<file path="src/hdl/hcbp_ram.sv">
// Generic single-write, single-read RAM with registered read data.
// Standalone; no package dependency.
module hcbp_ram #(
    parameter int WIDTH = 8,
    parameter int DEPTH = 256,
    localparam int ADDR_W = (DEPTH > 1) ? $clog2(DEPTH) : 1
) (
    input  logic              clk,
    input  logic              we,
    input  logic [ADDR_W-1:0] waddr,
    input  logic [WIDTH-1:0]  wdata,
    input  logic              re,
    input  logic [ADDR_W-1:0] raddr,
    output logic [WIDTH-1:0]  rdata
);

    logic [WIDTH-1:0] mem [DEPTH];
    logic [WIDTH-1:0] rdata_reg;

    always_ff @(posedge clk)
    begin
        if (we)
        begin
            mem[waddr] <= wdata;
        end
        if (re)
        begin
            rdata_reg <= mem[raddr];
        end
    end

    assign rdata = rdata_reg;

endmodule

</file>
<file path="config.mk">
export PLATFORM = sky130hd
export DESIGN_NAME = hcbp_ram
export DESIGN_NICKNAME = d
export VERILOG_FILES = /design/src/hdl/hcbp_ram.sv
export SDC_FILE = /design/constraint.sdc
export NUM_CORES = 2
export LEC_CHECK = 0
export ABC_AREA = 1
export BUFFER_PORTS_ARGS = -buffer_cell sky130_fd_sc_hd__buf_4
export CORE_MARGIN = 2
export CORE_UTILIZATION = 45
export DETAILED_ROUTE_END_ITERATION = 8
export PLACE_DENSITY = 0.66
export SETUP_SLACK_MARGIN = 0.05
export SKIP_CTS_REPAIR_TIMING = 1
export SYNTH_ARGS = -nofsm -noshare
export SYNTH_HDL_FRONTEND = slang
export SYNTH_SLANG_ARGS = --single-unit
export TNS_END_PERCENT = 30
</file>
<file path="constraint.sdc">
create_clock -name clk -period 2.3 [get_ports clk]
set_input_delay 0.23 -clock clk [delete_from_list [all_inputs] [get_ports clk]]
set_output_delay 0.23 -clock clk [all_outputs]
set_load 0.005 [all_outputs]
</file>
# == After elaboration in Yosys (flattened, before gate mapping) ==
# Memory sizes are Yosys's and may differ from the RTL's. A register that Yosys moved wholly into a read port is not among the register bits.
# Index checks and enable logic that the tools add are counted.
# totals
output_inout_bits,8
romBits,0
mem_count,1
latch_bits,0
input_bits,27
ram_bits,2048
word_cells,3
regBits,0
# classes
mul,0
n_eq_ne,0
order_cmp,0
div,0
n_shift,0
n_reduce_logical,0
muxes,2
bitwise,0
addsub,0
# memory_table
name,words,width,rd,rd_ports_with_merged_regs,write_ports,line,text
mem,256,8,1,1,1,17,logic [WIDTH-1:0] mem [DEPTH];
# op_table
operator,n
1-bit two-way mux,2

# == Longest topological paths before layout ==
# depth
ltp_word,2
ltp_mapped,15
ltp_nobuf,11

# == Least setup slack after synthesis ==
# Ideal clock, no wire load.
# synth_timing
kind,input-to-reg
from,input we
to,memory mem[162][0] (enable)
n_path_buf,2
cell_stages,4
required_ps,1930
arrival_time_ps,1351
path_slack_ps,579
path_cell_list,clkbuf_1 -> nand3_1 -> clkbuf_1 -> nor2_1
# synth_via
elab_chain_cells,2
# synth_rtl
item,line,text
from (decl),9,"input logic we,"
1-bit two-way mux,22,if (we)
1-bit two-way mux (not written as such),24,mem[waddr] <= wdata;
to (decl),17,
# Every way passes these cells.

==> results.py <==
metrics = {
    "floorplanning": {
        "die_height_um": 435,
        "num_rows": 158,
        "pin_count": 35,
        "core-area_mm2": 0.185,
        "die_w_um": 435,
        "die_area_mm2": 0.189,
        "initial_core_util_pct": 45.2,
    },
    "logic_synthesis": {
        "synthTopCellsByArea": "edfxtp_1, nand3_1, nand2_1",
        "synth_top_family_by_area": "simple AND/OR/NAND/NOR gates",
        "yosys.area_share.adder_pct": 0,
        "synth.top_cells.by_count": "nand2_1, edfxtp_1, nand3_1, nor2_1, buf_2",
        "synthXorXnorAreaFrac_pct": 0,
        "yosys.cell_count.top_type": "nand2_1",
        "syn_avg_cell_area_um2": 11.9,
        "synth-seq-area-share_pct": 74.0,
        "synth.largest_area_cell": "edfxtp_1",
        "synth_ff_type": "edfxtp_1",
        "ys_ff_latch": 2056,
        "synth_area_mm2": 0.0835,
        "syn_inst": 7003,
        "synth_edf_count": 2056,
        "synth-simple-area-share_pct": 22.9,
        "synthArstFlopShare_pct": 0,
        "muxShareOfSynthArea_pct": 0,
        "synthDistinctLibCells": 13,
        "syn_nets": 7030,
        "synth_compound_area_share_pct": 0,
        "yosys.area.top_type_share_pct": 74.0,
        "yosys_warnings": 0,
    },
    "global_route": {
        "grt_max_degree": 95,
        "antenna_found_initial": 8,
        "grt_pass1_vias": 55100,
        "grt_pass1_wl_mm": 351,
        "track_usage_pct": 24.5,
        "overflow": 0,
    },
    "cells_and_area": {
        "design_area_mm2": 0.0980,
        "syn_to_final_growth_pct": 17.3,
        "final_core_util_pct": 53.0,
        "final_layout_size_suffix_gt1_share_pct": 13.2,
        "largest_reg_flops": 2048,
        "nNetsFinal": 7485,
        "fillerInstances": 15200,
    },
    "sta": {
        "hold_viol_final": 0,
        "fmax_mhz": 469,
        "fin_ws_ps": 167,
        "post-route-period-util_pct": 92.8,
        "setup_viol": 0,
        "finalWorstPathRequiredPeriod_ps": 2130,
        "rsz0062_at_grt": "false",
        "fin_tns_setup_ps": 0,
        "worstMarginPinSlew_ps": 974,
        "slew_headroom_pct": 35.0,
        "slew_violations": 0,
        "skew_ps": 53.7,
    },
    "clock_network": {
        "cts_max_level": 4,
        "cts_tree": "yes",
        "cts_num_sinks": 2056,
        "clkTransAtPathRegs_ps": 60,
        "clockBufferDepth": 3,
        "clock_latency_ps": 880,
        "root_buffer": "clkbuf_16",
        "numCtsBuffers": 204,
    },
    "route": {
        "drc_errors": 0,
        "drtIter0Drc": 7866,
        "via_count": 57600,
        "first_pass_iters": 6,
        "drt_wl_total_mm": 236,
        "antenna_left": 0,
        "viasPerCell": 5.69,
        "wire_per_inst_um": 23.3,
    },
    "setup_path": {
        "critPathRequiredTime_ps": 2880,
        "reg2reg_from": "mem[41][2]",
        "crit_path_frequent_cell": "nand3_1",
        "critPathMaxStageDelay_ps": 380,
        "worstPathMaxFanout": 1,
        "r2r_end": "rdata[2]",
        "crit_end": "rdata[2]",
        "critPathKind": "flip-flop to flip-flop",
        "crit_path_cell_trace": "nand2_1 > nand3_1 > nand3_1 > nand3_1 > nand3_1 > nand3_1 > nand3_1 > nand2_1 > nand2_1 > nand2_1",
        "critPathLaunch": "mem[41][2]",
        "crit_path_end_kind": "flip-flop",
        "ff2ff_path_depth": 10,
        "worstPathArrival_ps": 2710,
        "slowest_stage": "edfxtp_1",
        "reg2reg_setup_slack_ps": 170,
        "cp-start-kind": "flip-flop",
    },
    "hold_path": {
        "hold_path.class": "input pin to flip-flop",
    },
    "placement": {
        "dp_hpwl_mm": 146,
        "numPortBuffers": 34,
        "pre_cts_ws_ps": -506,
        "gp_congestion": 0.890,
        "postPlaceCellArea_mm2": 0.0913,
    },
    "power": {
        "p_per_area_mw_per_mm2": 811,
        "p_leak_nw": 35.1,
        "irDropWorstVdd_uv": 883,
        "report.power.total_w": 0.0795,
    },
    "status": {
        "status": "finished, final reports clean",
    },
    "run": {
        "cap_violations": 0,
    },
}
## final cells by class
cell class / instances / area (um^2) / share of cell area (%)
Antenna cell: 9 / 22.5 / 0.0230
Clock buffer: 243 / 5270 / 5.38
Clock inverter: 127 / 1270 / 1.30
Inverter: 39 / 180 / 0.184
Multi-Input combinational cell: 4425 / 19100 / 19.5
Sequential cell: 2056 / 61700 / 63.0
Tap cell: 2480 / 3100 / 3.17
Timing Repair Buffer: 732 / 7230 / 7.38
## logic make-up after synthesis
kind of cell	after synthesis
AND/OR/NAND/NOR	4425
flip-flops	2056
buffers and inverters	522
## worst max-delay path: cells and delay by family, from the launching register on
kind | cells | cell delay (ps)
flops | 1 | 380
simple gates | 10 | 1470
## layout by cell type (no fill, tap or decap)
cell           instances
clkinv_1              54
buf_12               130
nand2_1             2123
dlygate4sd3_1         10
inv_2                  1
inv_6                  6
inv_4                  1
nand3_1             2019
clkbuf_1              38
buf_4                580
bufinv_16             19
edfxtp_1            2056
clkinv_2              29
clkbuf_16            205
buf_8                 11
clkinvlp_4             7
nor2_1               283
clkinv_16              4
inv_1                 34
inv_8                  2
buf_6                  1
clkinv_8               3
diode_2                9
inv_16                 4
clkinv_4               2
## worst min path at each step
stage,from,to,slack [ps],cells past startpoint
global route,raddr[5],rdata[4],120,6
floorplan,wdata[0],mem[0][0],330,0
finish,we,mem[184][7],130,4
detailed placement,wdata[4],mem[71][4],600,1
CTS,wdata[4],mem[243][4],-340,1
global placement,wdata[4],mem[71][4],590,1
## through the flow
step                      instances  hold WS (ps)
after floorplan                7003           329
after global placement         9722           586
after detailed placement       9722           597
after CTS                     10100          -336
after global routing          10100           123
final                         10100           126
## layer usage
layer,up-vias,share of wire [%],GRT usage [%]
met5,-,0.026,0
met4,8,3.6,9.69
met3,473,9.7,4.04
met2,3135,47,38.7
met1,28100,39,34.0
li1,25800,-,-
## where the power goes
part | total, W | internal, W | leakage [nW] | switching [W]
Sequential | 0.0413 | 0.0413 | 18.5 | 0.0000370
Clock | 0.0327 | 0.0185 | 3.17 | 0.0142
Combinational | 0.00539 | 0.00164 | 13.4 | 0.00375
Power figures use the tool's default switching activity.
