### config.mk
export PLATFORM = sky130hd
export DESIGN_NAME = hcbp_packer
export DESIGN_NICKNAME = d
export VERILOG_FILES = /design/src/hdl/hcbp_pkg.sv /design/src/hdl/hcbp_packer.sv
export SDC_FILE = /design/constraint.sdc
export NUM_CORES = 1
export LEC_CHECK = 0
export ABC_CLOCK_PERIOD_IN_PS = 3400
export BUFFER_PORTS_ARGS = -buffer_cell sky130_fd_sc_hd__buf_4
export CORE_ASPECT_RATIO = 1.5
export CORE_MARGIN = 1
export CORE_UTILIZATION = 35
export CTS_BUF_LIST = sky130_fd_sc_hd__clkbuf_4
export DETAILED_ROUTE_END_ITERATION = 10
export GPL_TIMING_DRIVEN = 0
export SLEW_MARGIN = 20
export SYNTH_ARGS = -nofsm -noshare
export SYNTH_HDL_FRONTEND = slang
export SYNTH_SLANG_ARGS = --single-unit
export TNS_END_PERCENT = 100
### constraint.sdc
create_clock -name clk -period 3.4 [get_ports clk]
set_input_delay 0.68 -clock clk [delete_from_list [all_inputs] [get_ports clk]]
set_output_delay 0.68 -clock clk [all_outputs]
set_load 0.01 [all_outputs]
### src/hdl/hcbp_pkg.sv
// Shared types and constants for the Huffman code bit packer.
// Used by hcbp_packer, huffman_code_bit_packer_top and the testbench; depends on nothing.
package hcbp_pkg;

    localparam int MAX_CODE_LEN_DEF = 32;
    localparam int SYMBOL_COUNT_DEF = 256;

    localparam logic [1:0] ACT_LOAD   = 2'd0;
    localparam logic [1:0] ACT_ENCODE = 2'd1;
    localparam logic [1:0] ACT_FLUSH  = 2'd2;

    typedef struct packed {
        logic [1:0]  action;
        logic [7:0]  symbol;
        logic [31:0] code_bits;
        logic [5:0]  code_length;
    } item_t;

    typedef struct packed {
        logic [7:0] out_byte;
        logic       last;
    } result_t;

    // Command from the table front end to the packer.
    typedef struct packed {
        logic encode;
        logic flush;
    } pk_cmd_t;

endpackage

### src/hdl/hcbp_packer.sv
// Bit packer: merges a code word into the pending byte and emits full bytes, or on a
// flush the pending byte, through an output register. Depends on hcbp_pkg.
module hcbp_packer #(
    parameter int MAX_CODE_LEN = hcbp_pkg::MAX_CODE_LEN_DEF,
    localparam int CODE_W = (MAX_CODE_LEN < 32) ? MAX_CODE_LEN : 32,
    localparam int LEN_W  = $clog2(MAX_CODE_LEN + 1)
) (
    input  logic                clk,
    input  logic                rst_n,
    input  hcbp_pkg::pk_cmd_t   cmd,
    input  logic [CODE_W-1:0]   code,
    input  logic [LEN_W-1:0]    len,
    output logic                busy,
    output logic                result_valid,
    input  logic                result_stall,
    output hcbp_pkg::result_t   result
);
    import hcbp_pkg::*;

    localparam int WIN_W = MAX_CODE_LEN + 8;
    localparam int SH_W  = $clog2(WIN_W + 1);
    localparam int TOT_W = $clog2(WIN_W);
    localparam int CNT_W = $clog2((MAX_CODE_LEN + 7) / 8 + 1);

    localparam logic PK_IDLE = 1'b0;
    localparam logic PK_EMIT = 1'b1;

    logic             state_reg, state_next;
    logic [7:0]       pending_reg, pending_next;
    logic [2:0]       bf_reg, bf_next;
    logic [WIN_W-1:0] win_reg, win_next;
    logic [CNT_W-1:0] cnt_reg, cnt_next;
    logic [2:0]       rem_reg, rem_next;
    logic             out_valid_reg, out_valid_next;
    result_t          out_reg, out_next;

    logic [SH_W-1:0]  sh;
    logic [TOT_W-1:0] total;
    logic             slot_free;

    assign sh    = SH_W'(WIN_W) - SH_W'(bf_reg) - SH_W'(len);
    assign total = TOT_W'(bf_reg) + TOT_W'(len);
    assign slot_free = !out_valid_reg || !result_stall;

    always_comb
    begin
        state_next     = state_reg;
        pending_next   = pending_reg;
        bf_next        = bf_reg;
        win_next       = win_reg;
        cnt_next       = cnt_reg;
        rem_next       = rem_reg;
        out_valid_next = out_valid_reg && result_stall;
        out_next       = out_reg;
        case (state_reg)
            PK_IDLE:
            begin
                if (cmd.encode)
                begin
                    // Place the code right under the filled bits of the pending byte.
                    win_next   = {pending_reg, {(WIN_W-8){1'b0}}}
                                 | (WIN_W'(code) << sh);
                    cnt_next   = CNT_W'(total >> 3);
                    rem_next   = total[2:0];
                    state_next = PK_EMIT;
                end
                else if (cmd.flush)
                begin
                    win_next   = {pending_reg, {(WIN_W-8){1'b0}}};
                    cnt_next   = CNT_W'(1);
                    rem_next   = 3'd0;
                    state_next = PK_EMIT;
                end
            end
            PK_EMIT:
            begin
                if (cnt_reg == '0)
                begin
                    // Leftover bits become the new pending byte.
                    pending_next = win_reg[WIN_W-1 -: 8];
                    bf_next      = rem_reg;
                    state_next   = PK_IDLE;
                end
                else if (slot_free)
                begin
                    out_valid_next    = 1'b1;
                    out_next.out_byte = win_reg[WIN_W-1 -: 8];
                    out_next.last     = (cnt_reg == CNT_W'(1));
                    win_next          = win_reg << 8;
                    cnt_next          = cnt_reg - CNT_W'(1);
                end
            end
            default:
            begin
                state_next = PK_IDLE;
            end
        endcase
    end

    always_ff @(posedge clk or negedge rst_n)
    begin
        if (!rst_n)
        begin
            state_reg     <= PK_IDLE;
            pending_reg   <= 8'd0;
            bf_reg        <= 3'd0;
            cnt_reg       <= '0;
            rem_reg       <= 3'd0;
            out_valid_reg <= 1'b0;
        end
        else
        begin
            state_reg     <= state_next;
            pending_reg   <= pending_next;
            bf_reg        <= bf_next;
            cnt_reg       <= cnt_next;
            rem_reg       <= rem_next;
            out_valid_reg <= out_valid_next;
        end
    end

    always_ff @(posedge clk)
    begin
        win_reg <= win_next;
        out_reg <= out_next;
    end

    assign busy         = (state_reg == PK_EMIT);
    assign result_valid = out_valid_reg;
    assign result       = out_reg;

    a_cmd_when_idle: assert property (@(posedge clk) disable iff (!rst_n)
        (cmd.encode || cmd.flush) |-> state_reg == PK_IDLE)
        else $error("packer command while busy");

    a_cmd_exclusive: assert property (@(posedge clk) disable iff (!rst_n)
        !(cmd.encode && cmd.flush))
        else $error("encode and flush together");

    a_pending_clean: assert property (@(posedge clk) disable iff (!rst_n)
        state_reg == PK_IDLE |-> (pending_reg & (8'hFF >> bf_reg)) == 8'd0)
        else $error("pending byte has bits below the fill point");

    a_finish: assert property (@(posedge clk) disable iff (!rst_n)
        (state_reg == PK_EMIT && cnt_reg == '0) |=> state_reg == PK_IDLE)
        else $error("packer did not return to idle");

endmodule

Word-level counts from Yosys, hierarchy flattened
Index checks and enable logic that the tools add are counted.
- mux-type cells: 19
- equal/unequal tests: 4
- shift operators: 1
- bitwise gates (word level): 3
- $add $sub $neg: 4
- reduce and logical (&&, ||, !) cells: 10
- operators with widths (cell ; number):
    40-bit 2-to-1 mux ; 4
    40-bit case mux with 2 select lines ; 1
    40-bit bitwise OR ; 1
    32-bit by 6-bit << shifter with 40-bit output ; 1
    3-bit 2-to-1 mux ; 6
    3-bit by 6-bit adder with 6-bit output ; 1
    1-bit 2-to-1 mux ; 6
    3-bit case mux with 2 select lines ; 1
    3-bit AND reduction ; 2
    6-bit by 3-bit subtractor with 6-bit output, first input constant ; 1
    6-bit subtractor ; 1
    2-bit AND reduction ; 2
    3-bit by 1-bit equality test with 1-bit output, second input constant ; 1
    3-bit logical NOT ; 1
    3-bit != test, second input constant ; 1
    3-bit by 1-bit subtractor with 3-bit output, second input constant ; 1
    1-bit logical NOT ; 2
    2-bit by 1-bit != test with 1-bit output, second input constant ; 1
    2-bit != test, second input constant ; 1
    1-bit NOT ; 2
    1-bit case mux with 2 select lines ; 1
    2-bit nonzero test ; 1
    1-bit logical AND ; 1
    1-bit logical OR ; 1
- flip-flop bits (word level): 68
- logic and storage cells: 50
- input port bits: 43

Logic depth before layout (Yosys ltp)
Gate-level depths: netlist of run 1.
- depth in word-level cells: 6
- gate-level depth with buffers: 12

Worst setup path before layout of run 1
OpenSTA, ideal clock, no wires.
- kind: in2reg
- start point: input port len[1]
- end point: register win_reg[17] (data pin)
- stages: 10
- path buffers: 0
- data required time: 3.139 ns
- library setup time: 0.261 ns
- data arrival time: 3.271 ns
- slack: -0.132 ns
- path through: ha_1 inv_1 ha_1 inv_1 fa_1 xnor2_2 mux4_2 mux2_2 a21o_1 a221o_1
- word-level cells in the longest chain between the ends: 5
- RTL lines (item ; RTL line ; text):
    from (decl) ; hcbp_packer.sv:12 ; input logic [LEN_W-1:0] len,
    6-bit subtractor ; hcbp_packer.sv:41 ; assign sh = SH_W'(WIN_W) - SH_W'(bf_reg) - SH_W'(len);
    32-bit by 6-bit << shifter with 40-bit output ; hcbp_packer.sv:62 ; | (WIN_W'(code) << sh);
    40-bit bitwise OR ; hcbp_packer.sv:62 ;
    40-bit 2-to-1 mux ; hcbp_packer.sv:58 ; if (cmd.encode)
    40-bit case mux with 2 select lines ; hcbp_packer.sv:55 ; case (state_reg)
    named net win_next[17] ; hcbp_packer.sv:31 ; logic [WIN_W-1:0] win_reg, win_next;
    to (signal assigned) ; hcbp_packer.sv:124 ; win_reg <= win_next;
    to (decl) ; hcbp_packer.sv:31 ;
The timed path passes the listed nets, and every way through them passes these cells.
A chain may end at the register's enable or synchronous reset.

Final worst setup path of run 1
- start point: register bf_reg[1]
- end point: register win_reg[17] (data pin)
- word-level cells in the longest chain between the ends: 6
- RTL lines (item ; RTL line ; text):
    from (decl) ; hcbp_packer.sv:30 ; logic [2:0] bf_reg, bf_next;
    from (signal assigned) ; hcbp_packer.sv:115 ; bf_reg <= bf_next;
    6-bit by 3-bit subtractor with 6-bit output ; hcbp_packer.sv:41 ;
    6-bit subtractor ; hcbp_packer.sv:41 ;
    32-bit by 6-bit << shifter with 40-bit output ; hcbp_packer.sv:62 ;
    40-bit bitwise OR ; hcbp_packer.sv:62 ;
    40-bit 2-to-1 mux ; hcbp_packer.sv:58 ;
    40-bit case mux with 2 select lines ; hcbp_packer.sv:55 ;
    named net win_next[17] ; hcbp_packer.sv:31 ;
The timed path passes the listed nets, and every way through them passes these cells.

==> metrics, run 1 <==
initial DRC count=318; Overall Global Routing Usage=0.212; max-slew violation count=0; ys async rst share=0.279; antenna violations before repair=1; routability cong.=0.989; adder-cell share of the synthesized area=0.0404; crit end category=flop; Post-Place Cell Area=just under 0.006 sq mm; LEAKAGE=2.40 nW; Sink Count=between 60 and 70; Distinct cells, synth=61; post-route cell area=0.00617 sq mm; final setup violation count=0; TritonRoute pass-1 iters=5; Crit path arrival time=3.47 ns; CTS Buf Count=9; Psw=3.02 mW; Max-Cap Viols=0; Largest register FFs=40; peak supply drop=roughly 450 uV; Sequential Power Share=0.231; Rows=54; final wirelength=roughly 15000 microns; Post-Synthesis Cells=~460; DRC violations left=0; Die Area=0.0154 sq mm; Post-synth EDFFs=49; vias per cell=5.75; htree depth=3; power per standard cell area=1100 mW/mm^2; final global-route overflow total=0; fmax=304 MHz; clock-pin slew on the worst setup and hold paths=0.11 ns; worst-margin pin slew=0.882 ns; core area=0.0145 sq mm; kind of critical path=flop to flop; top_reg_cell synth=edfxtp_1; Die H=151 microns; syn_area_per_cell=11.3 sq um; Vias=4210; final-stage net count=588; mux cell area share after synthesis=0.267; Post-Syn Area=roughly 0.0052 sq mm; Layout Area Growth over Synthesis=18.6%; IO Count=54; vias in the first global route=between 4000 and 5000; startpoint types=flop; Synth Area in XOR/XNOR=0.0130; FILL cells=between 1000 and 1500; first-pass GRT wire length=roughly 24000 microns; Initial Util=0.358; largest net degree at the start of global routing=36; Hold Violations, Final=0; setup_tns=0 ns; Seq/Total Area, Yosys=0.374; largest family of logic cells by synthesized area=multiplexers; Sw Ratio=0.445; Worst EP required=3.58 ns; post-layout minimum cycle time=3.28 ns; period utilization=0.966; die extent in x=about 100 microns; Worst R2R Setup Slack=0.12 ns; DRT antenna net count=0; FF+latch count, synth=68; combinational share of power=0.670; share of cells above drive strength 1=0.336; Rel. slew slack=0.412; Synth warnings=0; RSZ-0062 raised after global routing=true; status=finished clean; CTS tree=built; simple-gate area share of the yosys netlist=0.111; Port Buf Inserts=52; worst hold path type=input port to async pin; clk_skew=0.0194 ns; CTS Root Cell=clkbuf_4; clk buf depth=2; dpl hpwl=roughly 12000 microns; clk_lat worst skew=0.42 ns; WL per Instance=21.0 microns; Int Pwr=3.78 mW; Synth Net Count=520; Crit Path Max Fanout=6; clock share of power=0.098; compound-gate portion of the synthesized area=0.145
-- synthesized netlist by cell type (3+ instances only) --
| master | number | area, sq um |
|---|---|---|
| a31oi_1 | 3 | 18.8 |
| nor3_1 | 4 | 20.0 |
| mux2i_1 | 22 | 220 |
| edfxtp_1 | 49 | 1470 |
| buf_2 | 11 | 55.1 |
| o2111ai_1 | 4 | 35.0 |
| ha_1 | 12 | 150 |
| or3_1 | 8 | 50.1 |
| inv_1 | 24 | 90.1 |
| o31ai_1 | 4 | 30.0 |
| clkbuf_1 | 13 | 48.8 |
| nand2b_1 | 6 | 37.5 |
| xnor2_1 | 4 | 35.0 |
| o21ai_0 | 15 | 75.1 |
| a22oi_1 | 3 | 22.5 |
| and3_1 | 3 | 18.8 |
| mux2_2 | 34 | 383 |
| mux4_2 | 34 | 766 |
| nand3_1 | 7 | 35.0 |
| o221ai_1 | 6 | 52.6 |
| nor2_1 | 30 | 113 |
| nor2b_1 | 6 | 37.5 |
| or4_1 | 3 | 22.5 |
| fa_1 | 3 | 60.1 |
| a21o_1 | 6 | 45.0 |
| a221o_1 | 9 | 90.1 |
| nand4_1 | 4 | 25.0 |
| o211ai_1 | 4 | 30.0 |
| a21oi_1 | 11 | 55.1 |
| dfrtp_1 | 19 | 475 |
| nand2_1 | 43 | 161 |
| a221oi_1 | 3 | 26.3 |
| o21ai_1 | 11 | 55.1 |
| buf_6 | 4 | 45.0 |
| a311oi_1 | 5 | 43.8 |
-- path summary, 6_finish.rpt --
kind                                  start        endpoint  cells past startpoint
worst min register to register  win_reg[32]       result[1]                      0
min in group clk                win_reg[32]       result[1]                      0
worst max-delay path              bf_reg[1]     win_reg[17]                     11
max in group asynchronous             rst_n  pending_reg[0]                      1
worst max register to register    bf_reg[1]     win_reg[17]                     11
worst min-delay path                  rst_n            busy                      1
-- per-stage QoR --
step                      total power, mW  instances  hold slack [ns]  utilization  setup WS, ns
after detailed placement             5.87        711            0.433        0.405        -0.739
after floorplan                      4.63        462            0.384            -        0.0386
final                                6.80        732            0.117        0.425         0.116
after CTS                            6.66        730            0.100        0.422       -0.0194
after global routing                 7.21        732            0.113        0.425       -0.0238
after global placement               5.80        710            0.430        0.404        -0.713
-- logic make-up after synthesis --
kind of cell,after synthesis
adder cells (fa/ha/maj),15
multiplexers,92
AO/OA/AOI/OAI,103
AND/OR/NAND/NOR,122
buffers and inverters,56
flip-flops,68
XOR/XNOR,6
-- layout by cell type, fill, tap and decap left out, types with 3 or more instances in the layout --
cell       Yosys  routed
a21o_1         6       6
a21oi_1       11      10
nand2b_1       6       6
ha_1          12      12
and3_1         3       3
bufinv_16      0       3
o211ai_1       4       4
mux4_2        34      34
inv_1         24      23
o21ai_0       15      14
nor2_1        30      29
mux2_2        34      34
nor3_1         4       4
nand2_1       43      43
nand3_1        7       6
o31ai_1        4       4
buf_6          4       4
o2111ai_1      4       3
buf_4          1      57
o21ai_1       11      12
a221o_1        9       9
buf_2         11       9
a311oi_1       5       4
nand4_1        4       4
xnor2_1        4       4
o221ai_1       6       6
edfxtp_1      49      49
or4_1          3       3
mux2i_1       22      20
dfrtp_1       19      19
nor2b_1        6       6
clkbuf_4       0      15
or3_1          8       8
a221oi_1       3       3
a31oi_1        3       3
clkbuf_1      13      10
-- layout make-up --
class	instances	area, sq um	share of cell area
Sequential cell	68	1950	0.315
Tap cell	196	245	0.0397
Inverter	25	93.8	0.0152
Timing Repair Buffer	57	453	0.0734
Multi-Input combinational cell	338	3070	0.497
Clock buffer	11	82.6	0.0134
Clock inverter	5	100	0.0162
Antenna cell	1	2.50	0.000405
Buffer	31	183	0.0296
-- what timing repair did --
action                     4_1_cts  5_1_grt
gates resized for setup          6       16
setup buffers                    3        1
setup endpoints to repair       20       33
hold buffers                     0        0
pin swaps                        2        3
-- power groups by stage --
| stage | registers (mW) | clock network (mW) | logic [mW] |
|---|---|---|---|
| after floorplan | 1.57 | 0 | 3.06 |
| after global placement | 1.58 | 0 | 4.21 |
| after detailed placement | 1.59 | 0 | 4.28 |
| after CTS | 1.57 | 0.687 | 4.40 |
| after global routing | 1.61 | 0.713 | 4.89 |
| final | 1.57 | 0.669 | 4.56 |
-- critical path, cell delays in order (launching register included) --
cell and delay (ns):
dfrtp_1 0.42, ha_1 0.31, inv_1 0.08, ha_1 0.18, inv_1 0.06, fa_2 0.45
xnor2_4 0.26, buf_12 0.15, mux4_2 0.33, mux2_2 0.31, a21o_1 0.18, a221o_1 0.31
-- layer usage --
layer  part of all wire  track usage
met5                  0            0
met1               0.37        0.229
met3              0.042       0.0300
met4              0.057        0.138
met2               0.53        0.381
No activity file was read; power rests on OpenSTA's default activity.
==> inputs of run 2 (changes only) <==
--- a/config.mk
+++ b/config.mk
@@ -7,8 +7,8 @@
 export LEC_CHECK = 0
 export ABC_CLOCK_PERIOD_IN_PS = 3400
 export BUFFER_PORTS_ARGS = -buffer_cell sky130_fd_sc_hd__buf_4
-export CORE_ASPECT_RATIO = 1.5
-export CORE_MARGIN = 1
+export CORE_ASPECT_RATIO = 0.6
+export CORE_MARGIN = 2
 export CORE_UTILIZATION = 35
 export CTS_BUF_LIST = sky130_fd_sc_hd__clkbuf_4
 export DETAILED_ROUTE_END_ITERATION = 10
==> run 2 against run 1 <==
Compared with the run above: combinational power is 4.4% higher; via count is 3.3% higher; count of clock-buffer cells in the layout is 2 lower; total power is 0.78% higher; utilization is 0.088 points lower; global-route usage is 1.0 points lower; register-to-register slack worse by 0.02 ns; critical endpoint is now win_reg[36].
==> metrics, run 2 (synthesis gave the netlist of run 1 again) <==
status=finished clean; die extent in x=161 microns (+59%); crit path cell chain=ha_1 > inv_1 > ha_1 > buf_2 > clkbuf_4 > mux4_2 > mux2_2 > mux2i_1 > a221o_1 > a21oi_1; Port Buf Inserts=52 (unchanged); vias in the first global route=4129 (-4.9%); wl on met1=7520 microns (+31%); final core occ=0.424 (-0.000880); htree depth=3 (unchanged); clk_lat worst skew=0.41 ns (about the same); share of cells above drive strength 1=0.342 (+0.00561); Crit path arrival time=3.47 ns (about the same); post-layout minimum cycle time=3.31 ns (+0.0229 ns); most common cell after layout, fill and taps aside=buf_4; CTS Root Cell=clkbuf_4; setup slack after layout=0.0926 ns (-0.0229 ns); power per standard cell area=1110 mW/mm^2 (+1.1%); dpl hpwl=12400 microns (+0.69%); Die Area=0.0159 sq mm (+3.4%); TritonRoute pass-1 iters=5 (unchanged); period utilization=0.973 (+0.00673); final wirelength=15800 microns (+2.6%); IO Count=54 (unchanged); kind of critical path=flop to flop; post-route cell area=0.00615 sq mm (-0.34%); CTS tree=built; initial DRC count=510 (+60%); worst hold path type=input port to async pin; fmax=302 MHz (-0.69%); peak supply drop=418 uV (-6.9%); CP max stage cell=dfrtp_1; Vias=4347 (+3.3%); highest-count cells in the layout ignoring fill and taps=buf_4, edfxtp_1, nand2_1; Worst Path Buf+Inv=3 (unchanged); Post-Place Cell Area=0.00589 sq mm (about the same); worst-margin pin slew=0.904 ns (+0.0219 ns); final setup violation count=0 (unchanged); Worst R2R Setup Slack=0.09 ns (-0.02 ns); DR WL met3=1820 microns (+180%); clk buf depth=2 (unchanged); clk_skew=0.0109 ns (-0.00847 ns); vias per cell=5.93 (+3.1%); Worst EP required=3.56 ns (-0.02 ns); FF-to-FF Start=bf_reg[1]; LEAKAGE=2.37 nW (-1.0%); DRC violations left=0 (unchanged); worst hold slack=0.116 ns (-0.00125 ns); R2R cell count=10 (-1); Initial Util=0.359 (+0.000495); routability cong.=0.923 (-6.7%); antenna violations before repair=0 (-1); diode count=0 (-1); Die H=98.5 microns (-35%); DRT antenna net count=0 (unchanged); crit end category=flop; Max-Cap Viols=0 (unchanged); Met2 Routed Length=6420 microns (-21%); Top Family by Delay on Critical Path=multiplexers; first-pass GRT wire length=24300 microns (+1.2%); Reg-to-Reg End=win_reg[36]; Overall Global Routing Usage=0.202 (-0.0104); most frequent CP cell=ha_1; Crit path largest cell delay=0.42 ns (-0.03 ns); Rel. slew slack=0.398 (-0.0146); Crit Path Max Fanout=10 (+4); FILL cells=1405 (+1.3%); final-stage net count=588 (unchanged); CTS Buf Count=9 (unchanged); Hold Violations, Final=0 (unchanged); final global-route overflow total=0 (unchanged); Sink Count=68 (unchanged); clock-pin slew on the worst setup and hold paths=0.12 ns (about the same); largest net degree at the start of global routing=36 (unchanged); Rows=34 (-37%); Largest register FFs=40 (unchanged); max-slew violation count=0 (unchanged); core area=0.0145 sq mm (-0.14%); pre-CTS setup slack=-0.884 ns (-0.145 ns); Worst path depth=10 (-1); DR top layer=met4; startpoint types=flop; WL per Instance=21.5 microns (+2.5%); Layout Area Growth over Synthesis=18.2%
-- run 2: what timing repair did --
action	CTS	global route
resized for setup	8	28
setup endpoints to repair	24	35
endpoints found under the hold margin	0	0
hold buffers	0	0
setup buffers	3	1
pin swaps	1	3
gates cloned	0	0
-- run 2: per-stage QoR --
| step | power [mW] | cells | setup TNS (ns) |
|---|---|---|---|
| 2_1_floorplan | 4.63 | 462 | 0 |
| 3_3_place_gp | 5.93 | 712 | -16.97 |
| 3_5_place_dp | 5.98 | 713 | -17.76 |
| 4_1_cts | 6.64 | 732 | -0.0128 |
| 5_1_grt | 7.27 | 733 | -0.000935 |
| 6_report | 6.85 | 733 | 0 |
-- run 2: where the power goes --
| part | leakage (nW) | internal, mW | switching (mW) |
|---|---|---|---|
| Combinational | 1.59 | 2.01 | 2.75 |
| Clock | 0.0674 | 0.220 | 0.299 |
| Sequential | 0.716 | 1.41 | 0.159 |
-- run 2: cell type report --
cell class | instances | area (sq um) | share of cell area
Timing Repair Buffer | 57 | 453 | 0.0736
Clock buffer | 9 | 67.6 | 0.0110
Multi-Input combinational cell | 338 | 3080 | 0.500
Clock inverter | 7 | 66.3 | 0.0108
Buffer | 31 | 199 | 0.0323
Tap cell | 198 | 248 | 0.0403
Inverter | 25 | 93.8 | 0.0153
Sequential cell | 68 | 1950 | 0.316
-- run 2: worst max path at each step --
| stage | startpoint | to | slack (ns) |
|---|---|---|---|
| global route | bf_reg[1] | win_reg[25] | -0.0009 |
| global placement | len[1] | win_reg[29] | -0.88 |
| CTS | bf_reg[1] | win_reg[37] | -0.01 |
| detailed placement | len[1] | win_reg[29] | -0.88 |
| floorplan | len[1] | win_reg[34] | 0.04 |
| finish | bf_reg[1] | win_reg[36] | 0.09 |
-- run 2: metal layers --
| metal | GRT usage | up-vias |
|---|---|---|
| met2 | 0.269 | 209 |
| met4 | 0.0254 | 0 |
| li1 | - | 1934 |
| met1 | 0.322 | 2200 |
| met5 | 0 | - |
| met3 | 0.0648 | 4 |
